**src/rtl/fts_pkg.sv**
```systemverilog
// Shared constants, codes and types for the fan tachometer speed monitor.
`default_nettype none
package fts_pkg;

    localparam int FAN_SLOTS = 8;
    localparam int SLOT_W    = (FAN_SLOTS > 1) ? $clog2(FAN_SLOTS) : 1;
    localparam int IDX_W     = 3;
    localparam int MASK_W    = 8;
    localparam int CNT_W     = 16;
    localparam int SLOW_W    = 7;
    localparam int SPD_W     = 8;
    localparam int ELAP_W    = 16;
    localparam int DIV_BITS  = SPD_W;
    localparam int BIT_W     = $clog2(DIV_BITS);
    localparam int NUM_W     = ELAP_W + DIV_BITS;

    localparam logic [SPD_W-1:0] RPS_SCALE = 8'd250;
    localparam logic [SPD_W-1:0] RPS_MAX   = 8'd255;
    localparam logic [CNT_W-1:0] CNT_MAX   = 16'hFFFF;

    localparam logic [1:0] MODE_NONE     = 2'd0;
    localparam logic [1:0] MODE_DETECTED = 2'd1;
    localparam logic [1:0] MODE_REPORTED = 2'd2;
    localparam logic [1:0] MODE_FIXED    = 2'd3;

    localparam logic REQ_SAMPLE  = 1'b0;
    localparam logic REQ_COMPUTE = 1'b1;

    localparam logic [1:0] CFG_CHECK_EN  = 2'd0;
    localparam logic [1:0] CFG_PRESENT   = 2'd1;
    localparam logic [1:0] CFG_ERR_LIMIT = 2'd2;
    localparam logic [1:0] CFG_MIN_SPEED = 2'd3;

    typedef struct packed {
        logic             sample;
        logic             measuring;
        logic             load;
        logic             ovf;
        logic             step;
        logic             fin;
        logic [BIT_W-1:0] bit_idx;
    } t_lane_ctl;

    typedef struct packed {
        logic              check_en;
        logic [SLOW_W-1:0] err_limit;
        logic [SPD_W-1:0]  min_speed;
    } t_lane_cfg;

    typedef struct packed {
        logic win;
        logic emit;
    } t_merge_ctl;

    typedef logic [FAN_SLOTS-1:0][SPD_W-1:0] t_speed_arr;

endpackage
`default_nettype wire

```
**src/rtl/fts_lane.sv**
```systemverilog
// One fan slot: edge counter, speed divider and slow-window counter.
`default_nettype none
module fts_lane (
    input  wire                         i_clk,
    input  wire                         i_rst_n,
    input  fts_pkg::t_lane_ctl          i_ctl,
    input  fts_pkg::t_lane_cfg          i_cfg,
    input  wire                         i_present,
    input  wire                         i_level,
    input  wire                         i_afoff,
    input  wire [fts_pkg::ELAP_W-1:0]   i_elapsed,
    output logic [fts_pkg::SPD_W-1:0]   o_speed,
    output logic                        o_fault
);
    import fts_pkg::*;

    logic              r_last_level;
    logic [CNT_W-1:0]  r_edge_count;
    logic [SLOW_W-1:0] r_slow_count;
    logic              r_active;
    logic [NUM_W-1:0]  r_num;
    logic [SPD_W-1:0]  r_quo;
    logic              r_sat;
    logic              r_fault;

    logic [NUM_W-1:0]  w_div_shift;
    logic [NUM_W-1:0]  w_div_top;
    logic [SPD_W-1:0]  w_speed;

    assign w_div_shift = NUM_W'(i_elapsed) << i_ctl.bit_idx;
    assign w_div_top   = {i_elapsed, {DIV_BITS{1'b0}}};
    assign w_speed     = r_sat ? RPS_MAX : r_quo;

    always_ff @(posedge i_clk) begin
        if (!i_rst_n) begin
            r_last_level <= 1'b0;
            r_edge_count <= '0;
            r_slow_count <= '0;
            r_active     <= 1'b0;
        end else begin
            if (i_ctl.sample && i_present && (i_level != r_last_level)) begin
                r_last_level <= i_level;
                if (i_ctl.measuring && (r_edge_count != CNT_MAX)) begin
                    r_edge_count <= r_edge_count + 1'b1;
                end
            end
            if (i_ctl.load) begin
                r_active <= i_present;
                if (i_present) begin
                    r_edge_count <= '0;
                end
            end
            if (i_ctl.fin && r_active) begin
                if ((w_speed >= i_cfg.min_speed) || i_afoff) begin
                    r_slow_count <= '0;
                end else if (r_slow_count < i_cfg.err_limit) begin
                    r_slow_count <= r_slow_count + 1'b1;
                end
            end
        end
    end

    always_ff @(posedge i_clk) begin
        if (i_ctl.load) begin
            r_num <= NUM_W'(r_edge_count) * NUM_W'(RPS_SCALE);
        end
        if (i_ctl.ovf) begin
            r_sat <= (i_elapsed == '0) || (r_num >= w_div_top);
            r_quo <= '0;
        end
        if (i_ctl.step && !r_sat && (r_num >= w_div_shift)) begin
            r_num                <= r_num - w_div_shift;
            r_quo[i_ctl.bit_idx] <= 1'b1;
        end
        if (i_ctl.fin) begin
            r_fault <= r_active && i_cfg.check_en && !(w_speed >= i_cfg.min_speed)
                       && !i_afoff && !(r_slow_count < i_cfg.err_limit);
        end
    end

    assign o_speed = r_active ? w_speed : '0;
    assign o_fault = r_fault;

endmodule
`default_nettype wire

```
**src/rtl/fts_merge.sv**
```systemverilog
// Window error state machine, fault reporting and per-slot result register.
`default_nettype none
module fts_merge (
    input  wire                             i_clk,
    input  wire                             i_rst_n,
    input  fts_pkg::t_merge_ctl             i_ctl,
    input  wire [fts_pkg::FAN_SLOTS-1:0]    i_fault,
    input  fts_pkg::t_speed_arr             i_speed,
    input  wire                             i_ongoing,
    input  wire                             i_paused,
    input  wire [fts_pkg::FAN_SLOTS-1:0]    i_heat,
    input  wire                             i_out_stall,
    output logic                            o_out_valid,
    output logic [fts_pkg::IDX_W-1:0]       o_fan_index,
    output logic [fts_pkg::SPD_W-1:0]       o_speed_rps,
    output logic                            o_fan_fault,
    output logic                            o_fault_reported,
    output logic                            o_request_kill,
    output logic                            o_heater_off,
    output logic [1:0]                      o_error_state,
    output logic                            o_clear_alert,
    output logic                            o_last,
    output logic                            o_done
);
    import fts_pkg::*;

    logic [1:0]           r_mode;
    logic [FAN_SLOTS-1:0] r_prev;
    logic                 r_clear;
    logic                 r_do_rep;
    logic [SLOT_W-1:0]    r_slot;
    logic                 r_out_valid;

    logic [IDX_W-1:0]     r_fan_index;
    logic [SPD_W-1:0]     r_speed;
    logic                 r_fan_fault;
    logic                 r_rep;
    logic                 r_kill;
    logic                 r_hoff;
    logic [1:0]           r_state_out;
    logic                 r_clear_out;
    logic                 r_last;

    logic [1:0]           n_win_mode;
    logic                 n_win_clear;
    logic [1:0]           n_mode;
    logic                 n_rep;
    logic                 n_kill;
    logic                 n_hoff;
    logic                 w_load;
    logic                 w_last_slot;

    always_comb begin
        n_win_mode  = r_mode;
        n_win_clear = 1'b0;
        if ((i_fault == '0) && (n_win_mode == MODE_REPORTED)) begin
            n_win_mode = MODE_FIXED;
        end
        if ((n_win_mode == MODE_FIXED) && !i_ongoing && !i_paused) begin
            n_win_mode  = MODE_NONE;
            n_win_clear = 1'b1;
        end
    end

    always_comb begin
        n_mode = r_mode;
        n_rep  = r_do_rep && i_fault[r_slot];
        n_kill = 1'b0;
        n_hoff = 1'b0;
        if (n_rep) begin
            if (i_ongoing) begin
                if (r_mode == MODE_NONE) begin
                    if (i_heat[r_slot]) begin
                        n_kill = 1'b1;
                        n_mode = MODE_REPORTED;
                    end else begin
                        n_mode = MODE_DETECTED;
                    end
                end
            end else if (!i_paused) begin
                n_hoff = 1'b1;
                if (r_mode == MODE_NONE) begin
                    n_mode = MODE_REPORTED;
                end
            end
        end
    end

    assign w_last_slot = (r_slot == SLOT_W'(FAN_SLOTS - 1));
    assign w_load      = i_ctl.emit && (!r_out_valid || !i_out_stall);

    always_ff @(posedge i_clk) begin
        if (!i_rst_n) begin
            r_mode      <= MODE_NONE;
            r_prev      <= '0;
            r_clear     <= 1'b0;
            r_do_rep    <= 1'b0;
            r_slot      <= '0;
            r_out_valid <= 1'b0;
        end else begin
            if (i_ctl.win) begin
                r_mode   <= n_win_mode;
                r_clear  <= n_win_clear;
                r_do_rep <= (i_fault & ~r_prev) != '0;
                r_prev   <= i_fault;
                r_slot   <= '0;
            end
            if (w_load) begin
                r_mode      <= n_mode;
                r_slot      <= w_last_slot ? '0 : r_slot + 1'b1;
                r_out_valid <= 1'b1;
            end else if (!i_out_stall) begin
                r_out_valid <= 1'b0;
            end
        end
    end

    always_ff @(posedge i_clk) begin
        if (w_load) begin
            r_fan_index <= IDX_W'(r_slot);
            r_speed     <= i_speed[r_slot];
            r_fan_fault <= i_fault[r_slot];
            r_rep       <= n_rep;
            r_kill      <= n_kill;
            r_hoff      <= n_hoff;
            r_state_out <= n_mode;
            r_clear_out <= r_clear;
            r_last      <= w_last_slot;
        end
    end

    assign o_out_valid      = r_out_valid;
    assign o_fan_index      = r_fan_index;
    assign o_speed_rps      = r_speed;
    assign o_fan_fault      = r_fan_fault;
    assign o_fault_reported = r_rep;
    assign o_request_kill   = r_kill;
    assign o_heater_off     = r_hoff;
    assign o_error_state    = r_state_out;
    assign o_clear_alert    = r_clear_out;
    assign o_last           = r_last;
    assign o_done           = w_load && w_last_slot;

endmodule
`default_nettype wire

```
**src/rtl/fan_tacho_speed_monitor.sv**
```systemverilog
// Sample items give no result; one is accepted every cycle while idle.
// A compute item passes the overflow check, the divider (8 steps per lane, one
// quotient bit each), the fault check and the window update; it then gives
// one result per cycle over 8 slots unless the output stalls, before the next item.
// Synchronous active-low reset clears counts, error mode and fault history,
// and restores the configuration registers to their defaults.
`default_nettype none
module fan_tacho_speed_monitor (
    input  wire                           i_clk,
    input  wire                           i_rst_n,
    input  wire                           i_cfg_we,
    input  wire [1:0]                     i_cfg_index,
    input  wire [fts_pkg::MASK_W-1:0]     i_cfg_data,
    input  wire                           i_in_valid,
    output logic                          o_in_stall,
    input  wire                           i_req_type,
    input  wire [fts_pkg::MASK_W-1:0]     i_tach_levels,
    input  wire                           i_measuring,
    input  wire [fts_pkg::ELAP_W-1:0]     i_elapsed_ms,
    input  wire                           i_job_ongoing,
    input  wire                           i_job_paused,
    input  wire [fts_pkg::MASK_W-1:0]     i_heater_target_mask,
    input  wire [fts_pkg::MASK_W-1:0]     i_autofan_off_mask,
    output logic                          o_out_valid,
    input  wire                           i_out_stall,
    output logic [fts_pkg::IDX_W-1:0]     o_fan_index,
    output logic [fts_pkg::SPD_W-1:0]     o_speed_rps,
    output logic                          o_fan_fault,
    output logic                          o_fault_reported,
    output logic                          o_request_kill,
    output logic                          o_heater_off,
    output logic [1:0]                    o_error_state,
    output logic                          o_clear_alert,
    output logic                          o_last
);
    import fts_pkg::*;

    localparam logic [2:0] ST_IDLE = 3'd0;
    localparam logic [2:0] ST_OVF  = 3'd1;
    localparam logic [2:0] ST_DIV  = 3'd2;
    localparam logic [2:0] ST_FIN  = 3'd3;
    localparam logic [2:0] ST_WIN  = 3'd4;
    localparam logic [2:0] ST_EMIT = 3'd5;

    logic [2:0]           r_state;
    logic [2:0]           n_state;
    logic [BIT_W-1:0]     r_bit;

    logic                 r_check_en;
    logic [MASK_W-1:0]    r_present;
    logic [SLOW_W-1:0]    r_err_limit;
    logic [SPD_W-1:0]     r_min_speed;

    logic [ELAP_W-1:0]    r_elapsed;
    logic                 r_ongoing;
    logic                 r_paused;
    logic [MASK_W-1:0]    r_heat;
    logic [MASK_W-1:0]    r_afoff;

    logic                 w_accept;
    logic                 w_merge_done;
    t_lane_ctl            w_lane_ctl;
    t_lane_cfg            w_lane_cfg;
    t_merge_ctl           w_merge_ctl;
    t_speed_arr           w_speed;
    logic [FAN_SLOTS-1:0] w_fault;

    assign o_in_stall = (r_state != ST_IDLE);
    assign w_accept   = i_in_valid && !o_in_stall;

    always_ff @(posedge i_clk) begin
        if (!i_rst_n) begin
            r_check_en  <= 1'b0;
            r_present   <= 8'd1;
            r_err_limit <= 7'd5;
            r_min_speed <= 8'd20;
        end else if (i_cfg_we) begin
            unique case (i_cfg_index)
                CFG_CHECK_EN:  r_check_en  <= i_cfg_data[0];
                CFG_PRESENT:   r_present   <= i_cfg_data;
                CFG_ERR_LIMIT: r_err_limit <= i_cfg_data[SLOW_W-1:0];
                CFG_MIN_SPEED: r_min_speed <= i_cfg_data;
                default:       r_check_en  <= r_check_en;
            endcase
        end
    end

    always_ff @(posedge i_clk) begin
        if (w_accept && (i_req_type == REQ_COMPUTE)) begin
            r_elapsed <= i_elapsed_ms;
            r_ongoing <= i_job_ongoing;
            r_paused  <= i_job_paused;
            r_heat    <= i_heater_target_mask;
            r_afoff   <= i_autofan_off_mask;
        end
    end

    always_comb begin
        n_state = r_state;
        unique case (r_state)
            ST_IDLE: if (w_accept && (i_req_type == REQ_COMPUTE)) n_state = ST_OVF;
            ST_OVF:  n_state = ST_DIV;
            ST_DIV:  if (r_bit == '0) n_state = ST_FIN;
            ST_FIN:  n_state = ST_WIN;
            ST_WIN:  n_state = ST_EMIT;
            ST_EMIT: if (w_merge_done) n_state = ST_IDLE;
            default: n_state = ST_IDLE;
        endcase
    end

    always_ff @(posedge i_clk) begin
        if (!i_rst_n) begin
            r_state <= ST_IDLE;
            r_bit   <= '0;
        end else begin
            r_state <= n_state;
            if (r_state == ST_OVF) begin
                r_bit <= BIT_W'(DIV_BITS - 1);
            end else if (r_state == ST_DIV) begin
                r_bit <= r_bit - 1'b1;
            end
        end
    end

    always_comb begin
        w_lane_ctl.sample    = w_accept && (i_req_type == REQ_SAMPLE);
        w_lane_ctl.measuring = i_measuring;
        w_lane_ctl.load      = w_accept && (i_req_type == REQ_COMPUTE);
        w_lane_ctl.ovf       = (r_state == ST_OVF);
        w_lane_ctl.step      = (r_state == ST_DIV);
        w_lane_ctl.fin       = (r_state == ST_FIN);
        w_lane_ctl.bit_idx   = r_bit;
        w_lane_cfg.check_en  = r_check_en;
        w_lane_cfg.err_limit = r_err_limit;
        w_lane_cfg.min_speed = r_min_speed;
        w_merge_ctl.win      = (r_state == ST_WIN);
        w_merge_ctl.emit     = (r_state == ST_EMIT);
    end

    genvar g;
    generate
        for (g = 0; g < FAN_SLOTS; g++) begin : g_lane
            fts_lane u_lane (
                .i_clk     (i_clk),
                .i_rst_n   (i_rst_n),
                .i_ctl     (w_lane_ctl),
                .i_cfg     (w_lane_cfg),
                .i_present (r_present[g]),
                .i_level   (i_tach_levels[g]),
                .i_afoff   (r_afoff[g]),
                .i_elapsed (r_elapsed),
                .o_speed   (w_speed[g]),
                .o_fault   (w_fault[g])
            );
        end
    endgenerate

    fts_merge u_merge (
        .i_clk            (i_clk),
        .i_rst_n          (i_rst_n),
        .i_ctl            (w_merge_ctl),
        .i_fault          (w_fault),
        .i_speed          (w_speed),
        .i_ongoing        (r_ongoing),
        .i_paused         (r_paused),
        .i_heat           (r_heat[FAN_SLOTS-1:0]),
        .i_out_stall      (i_out_stall),
        .o_out_valid      (o_out_valid),
        .o_fan_index      (o_fan_index),
        .o_speed_rps      (o_speed_rps),
        .o_fan_fault      (o_fan_fault),
        .o_fault_reported (o_fault_reported),
        .o_request_kill   (o_request_kill),
        .o_heater_off     (o_heater_off),
        .o_error_state    (o_error_state),
        .o_clear_alert    (o_clear_alert),
        .o_last           (o_last),
        .o_done           (w_merge_done)
    );

    a_compute_stalls: assert property (@(posedge i_clk) disable iff (!i_rst_n)
        (w_accept && (i_req_type == REQ_COMPUTE)) |=> o_in_stall)
        else $error("compute item not followed by input stall");

    a_sample_no_result: assert property (@(posedge i_clk) disable iff (!i_rst_n)
        (w_accept && (i_req_type == REQ_SAMPLE) && !o_out_valid) |=> !o_out_valid)
        else $error("sample item produced a result");

    a_burst_unbroken: assert property (@(posedge i_clk) disable iff (!i_rst_n)
        (o_out_valid && !i_out_stall && !o_last) |=> o_out_valid)
        else $error("gap inside a result burst");

    a_emit_only_busy: assert property (@(posedge i_clk) disable iff (!i_rst_n)
        (!o_out_valid && !o_in_stall) |=> !o_out_valid)
        else $error("result appeared while idle");

endmodule
`default_nettype wire

```
**config.mk**
```make
export PLATFORM = sky130hd
export DESIGN_NAME = fan_tacho_speed_monitor
export DESIGN_NICKNAME = d
export VERILOG_FILES = /design/src/rtl/fts_pkg.sv /design/src/rtl/fts_lane.sv /design/src/rtl/fts_merge.sv /design/src/rtl/fan_tacho_speed_monitor.sv
export SDC_FILE = /design/constraint.sdc
export NUM_CORES = 2
export LEC_CHECK = 0
export BUFFER_PORTS_ARGS = -buffer_cell sky130_fd_sc_hd__buf_4
export CORE_MARGIN = 1.5
export CORE_UTILIZATION = 40
export CTS_CLUSTER_DIAMETER = 60
export DETAILED_ROUTE_END_ITERATION = 6
export PLACE_DENSITY = 0.65
export REMOVE_ABC_BUFFERS = 1
export SLEW_MARGIN = 10
export SYNTH_ARGS = -nofsm -noshare
export SYNTH_HDL_FRONTEND = slang
export SYNTH_HIERARCHICAL = 1
export SYNTH_SLANG_ARGS = --single-unit
```
**constraint.sdc**
```tcl
create_clock -name i_clk -period 8.8 [get_ports i_clk]
set_clock_uncertainty 0.2 [all_clocks]
set_input_delay 0.88 -clock i_clk [delete_from_list [all_inputs] [get_ports i_clk]]
set_output_delay 0.88 -clock i_clk [all_outputs]
set_load 0.03 [all_outputs]
```
# Word-level counts from Yosys, hierarchy flattened
# Index checks and enable logic that the tools add are counted.
[word_totals]
reg_bits = 571
output_inout_bits = 21
elab_cells = 516
[op_classes]
addsub = 26
n_mul = 8
order_cmp = 35
eq_ne = 31
shifts = 1
n_mux = 128
bitwise_logic = 12
n_reduce_logical = 185
[ops]
columns = ["op", "count"]
rows = [
  ["$mux 16", 32],
  ["$ge 24x24->1", 16],
  ["$mux 24", 16],
  ["$mux 8", 33],
  ["$sub 24x24->24", 8],
  ["$mul 16x7->23 const B", 8],
  ["$add 16x1->16 const B", 8],
  ["$ne 16x16->1 const B", 8],
  ["$mux 7", 16],
  ["$logic_and 1x1->1", 90],
  ["$ge 8x8->1", 8],
  ["$or 8x8->8", 8],
  ["$add 7x1->7 const B", 8],
  ["$lt 7x7->1", 8],
  ["$logic_not 1->1", 37],
  ["$reduce_bool 2->1", 18],
  ["$bmux 8 s3", 1],
  ["$mux 3", 8],
  ["$reduce_and 2->1", 12],
  ["$shl 16x3->24", 1],
  ["$mux 2", 10],
  ["$pmux 3 s6", 1],
  ["$logic_or 1x1->1", 17],
  ["$logic_not 16->1", 1],
  ["other kinds (25)", 53],
]

# Longest topological paths before layout
[depth]
depth_word = 9
depth_mapped = 19
depth_no_buf = 17

# Modules after synthesis
# The synthesis kept the hierarchy.
[by_module_without_submodules]
columns = ["mod", "instances", "cells_per_inst", "area_each_um2"]
rows = [
  ["fts_lane (g_lane[0].u_lane ...)", 3, 925, 7946.4],
  ["fts_lane (g_lane[5].u_lane ...)", 3, 916, 7930.1],
  ["fts_lane (g_lane[3].u_lane)", 1, 940, 7990.2],
  ["fts_lane (g_lane[4].u_lane)", 1, 870, 7782.5],
  ["fan_tacho_speed_monitor", 1, 170, 2290.9],
  ["fts_merge", 1, 158, 2058.2],
]

# Worst setup path before layout
# No wires, ideal clock.
[synth_path]
path_type = "register -> register"
startpoint = "register g_lane[4].u_lane.r_edge_count[2]"
endpoint = "register g_lane[4].u_lane.r_num[22], data pin"
setup_ns = 0.261
arrival_ns = 4.291
slack_ns = 4.048
path_stages_with_launch = 16
n_path_buf = 0
synth_period_minus_slack_ns = 4.752
cell_sequence = "dfxtp_1 inv_1 fa_1 fa_1 fa_1 fa_1 inv_1 ha_1 a21oi_1 o21ai_0 a21o_1 a31oi_1 o221ai_1 a31oi_1 xor2_1 mux2i_1"
[synth_via]
elab_chain_len = 3
[synth_rtl]
columns = ["element", "line_no", "source"]
rows = [
  ["start, declared", "fts_lane.sv:18", "logic [CNT_W-1:0] r_edge_count;"],
  ["start signal, assigned", "fts_lane.sv:44", "r_edge_count <= r_edge_count + 1'b1;"],
  ["$mul 16x7->23", "fts_lane.sv:65", "r_num <= NUM_W'(r_edge_count) * NUM_W'(RPS_SCALE);"],
  ["$mux 24", "fts_lane.sv:64", "if (i_ctl.load) begin"],
  ["$mux 24", "fts_lane.sv:71", "if (i_ctl.step && !r_sat && (r_num >= w_div_shift)) begin"],
  ["end signal, assigned", "fts_lane.sv:65", ""],
  ["end signal, assigned", "fts_lane.sv:72", "r_num <= r_num - w_div_shift;"],
  ["end, declared", "fts_lane.sv:21", "logic [NUM_W-1:0] r_num;"],
]
# Every way passes these cells. The select of a mux whose other input is x is not followed.
# A chain may end at the register's enable or synchronous reset.

# Final worst setup path
[layout_path]
startpoint = "register r_bit[0]"
endpoint = "register g_lane[4].u_lane.r_num[5], enable pin"
[layout_via]
elab_chain_len = 4
[layout_rtl]
columns = ["element", "line_no", "source"]
rows = [
  ["start, declared", "fan_tacho_speed_monitor.sv:47", "logic [BIT_W-1:0] r_bit;"],
  ["start signal, assigned", "fan_tacho_speed_monitor.sv:118", "r_bit <= BIT_W'(DIV_BITS - 1);"],
  ["start signal, assigned", "fan_tacho_speed_monitor.sv:120", "r_bit <= r_bit - 1'b1;"],
  ["$shl 16x3->24", "fts_lane.sv:30", "assign w_div_shift = NUM_W'(i_elapsed) << i_ctl.bit_idx;"],
  ["$ge 24x24->1", "fts_lane.sv:71", ""],
  ["$logic_and 1x1->1", "fts_lane.sv:71", ""],
  ["$reduce_bool 2->1 (no line)", "-", ""],
]
# Every way passes these cells.

==> flow_metrics.tcl <==
set metrics [dict create \
    status "finished clean" \
    synth_edf_count 261 \
    syn_area_um2 67800 \
    grt_pass1_wl_um 298000 \
    clk_pin_slew_worst_paths_ns 0.06 \
    fmax_mhz 175 \
    final-setup-viol-count 0 \
    ff2ff_path_depth 15 \
    num-fill-cells 16200 \
    root_buffer "clkbuf_16" \
    r2r-end "g_lane[4].u_lane/r_num[5]" \
    worstPathRequired_ns 8.94 \
    clockBufferDepth 3 \
    rsz0062_at_grt "false" \
    postPlaceCellArea_um2 70500 \
    hold_viol 0 \
    cts_tree "built" \
    power.density_nw_per_um2 153 \
    drc 0 \
    synth_top_flop_cell "dfxtp_1" \
    start_util 0.404 \
    fp.dieH_um 415 \
    clkLatencyLatePin_ns 0.73 \
    final_common_cell "inv_1" \
    first_global_vias 55300 \
    ys_seq_area_frac 0.207 \
    fin_crit_sh 0.650 \
    gp_congestion 0.932 \
    die-area_um2 172000 \
    layout.nets 9009 \
    holdPathEnd "r_heat[7]" \
    setup_tns_ns 0 \
    mostFrequentLayoutCells "inv_1, ha_1, nand2_1, a21oi_1, fa_1" \
    vias 55000 \
    syn_area_per_cell_um2 8.84 \
    critPathTopFamily "compound AO/OA/AOI/OAI gates" \
    diodes 0 \
    hp-start "i_heater_target_mask[7]" \
    rows 150 \
    cts-htree-levels 3 \
    leakage_nw 32.4 \
    slowest_delay_ns 0.83 \
    synth-async-reset-ratio 0 \
    r2r-start "r_bit[0]" \
    post_cts_buffers 0 \
    coreArea_um2 168000 \
    post_cts_resized 0 \
    drt-total-wl_um 184000 \
    drtIter0Drc 3322 \
    postLayoutCoreUtil 0.439 \
    cts_sinks 571 \
    worst_setup_path_start_kind "flop" \
    hold_depth 1 \
    regToRegSetupSlack_ns 3.08 \
    grt_antenna_before_repair 2 \
    io_buffers 79 \
    timing.final.max_slew_violations 0 \
    endpoint_kind "flop" \
    cp_max_fo 53 \
    cpMaxStageDelayCell "nand2b_1" \
    syn2layout_area_growth_pct 8.55 \
    ys_seq_elements 571 \
    yosysWarnings 6 \
    ant_nets 0 \
    cts_buffers 87 \
    tightest_slew_ns 1.15 \
    fin_cells 9929 \
    finalInstanceArea_um2 73500 \
    syn_inst 7661 \
    overflow 0 \
    worst-path-buf-inv 3 \
    placed_cells 9765 \
    relSlewSlack 0.233 \
    period_minus_slack_ns 5.72 \
    synth.distinct_cells 113 \
    ctsHoldBuffers 0 \
    grt_max_degree 159 \
    ios 80 \
    cap_violations 0 \
    multiInputGateArea_um2 48900 \
    vias_per_cell 5.54 \
    grt.total_usage 0.212 \
    hpwl_um 142000 \
    critical_path_class "flop to flop" \
    hold_class "input port to flop" \
    cp.arrival_ns 5.87 \
    drtPass1Iterations 6 \
    die_w_um 415 \
    worstPathCellList "buf_4 -> inv_1 -> nand2_1 -> nor3_1 -> ha_1 -> fa_1 -> nand2b_1 -> a21oi_1 -> a41oi_1 -> o21ai_0 -> a21oi_1 -> o41ai_1 -> a2bb2oi_4 -> buf_4 -> nand2b_1" \
    max-vdd-ir-drop_v 0.000150 \
    wl_per_cell_um 18.5 \
    drive_gt1_frac 0.0641 \
    layout.area.seq_um2 14100 \
]
worst max path at each step:
stage | from | endpoint | slack [ns] | cells after the start
global placement | r_bit[0] | g_lane[4].u_lane/r_num[3] | 3.22 | 15
global route | r_bit[0] | g_lane[4].u_lane/r_num[1] | 2.68 | 15
floorplan | r_bit[1] | g_lane[0].u_lane/r_num[0] | -1.37 | 10
finish | r_bit[0] | g_lane[4].u_lane/r_num[5] | 3.08 | 15
detailed placement | r_bit[0] | g_lane[4].u_lane/r_num[5] | 3.20 | 15
CTS | r_bit[0] | g_lane[4].u_lane/r_num[5] | 3.14 | 15
routing by layer:
metal,vias up,wire length [um],GRT usage
li1,27000,-,-
met3,362,8200,0.0253
met5,-,0,0
met2,1207,86100,0.357
met4,0,8750,0.0974
met1,26400,80500,0.271
synthesized netlist by cell type, drive strengths merged, types with 189 or more instances:
cell type  instances  area share
nand3            212       0.016
mux2i            342       0.051
a21oi            494       0.037
ha               860        0.16
dfxtp            310       0.092
inv             1025       0.057
xnor2            189       0.024
o21ai            383       0.029
nor2             340       0.019
nand2            606       0.034
edfxtp           261        0.12
fa               440        0.13
state kept, by name (all words and copies together) (netlist names), 16 cells and up, named ones only:
register / cells
r_elapsed: 16
g_lane.u_lane/r_edge_count: 120
g_lane.u_lane/r_num: 192
g_lane.u_lane/r_quo: 64
g_lane.u_lane/r_slow_count: 56
cells by family (layout without fill, tap and decap cells):
logic type      Yosys count  after routing  synth area share
compound gates         1810           1810             0.179
flops                   571            571             0.207
simple gates           2022           2022             0.151
xor+xnor                313            313            0.0405
fa+ha+maj              1300           1300             0.289
buf+inv                1259           1323            0.0723
mux                     386            386            0.0608
area by class of cell:
cell class / instances / share of cell area
multi-input cells: 5831 / 0.664
flip-flops and latches: 571 / 0.191
inverters: 1037 / 0.0530
well taps: 2204 / 0.0375
clock buffers: 114 / 0.0338
repair buffers: 122 / 0.0130
clock inverters: 50 / 0.00723
per-stage QoR:
stage / setup slack, ns / power (mW) / hold slack [ns]
after floorplan: -1.37 / 6.57 / 0.208
after CTS: 3.14 / 11.3 / 0.0701
after global routing: 2.68 / 12.0 / 0.0975
final: 3.08 / 11.3 / 0.123
after global placement: 3.22 / 7.58 / 0.237
after detailed placement: 3.20 / 7.63 / 0.242
power by group:
group          internal [mW]  leakage, nW  total [mW]  switching (mW)
Combinational           1.77         25.9        4.48            2.71
Clock                   2.15         1.48        3.61            1.46
Sequential              2.98         5.00        3.18           0.197
Total                   6.90         32.4        11.3            4.37
Note: power is estimated with default switching activity, not from simulation.
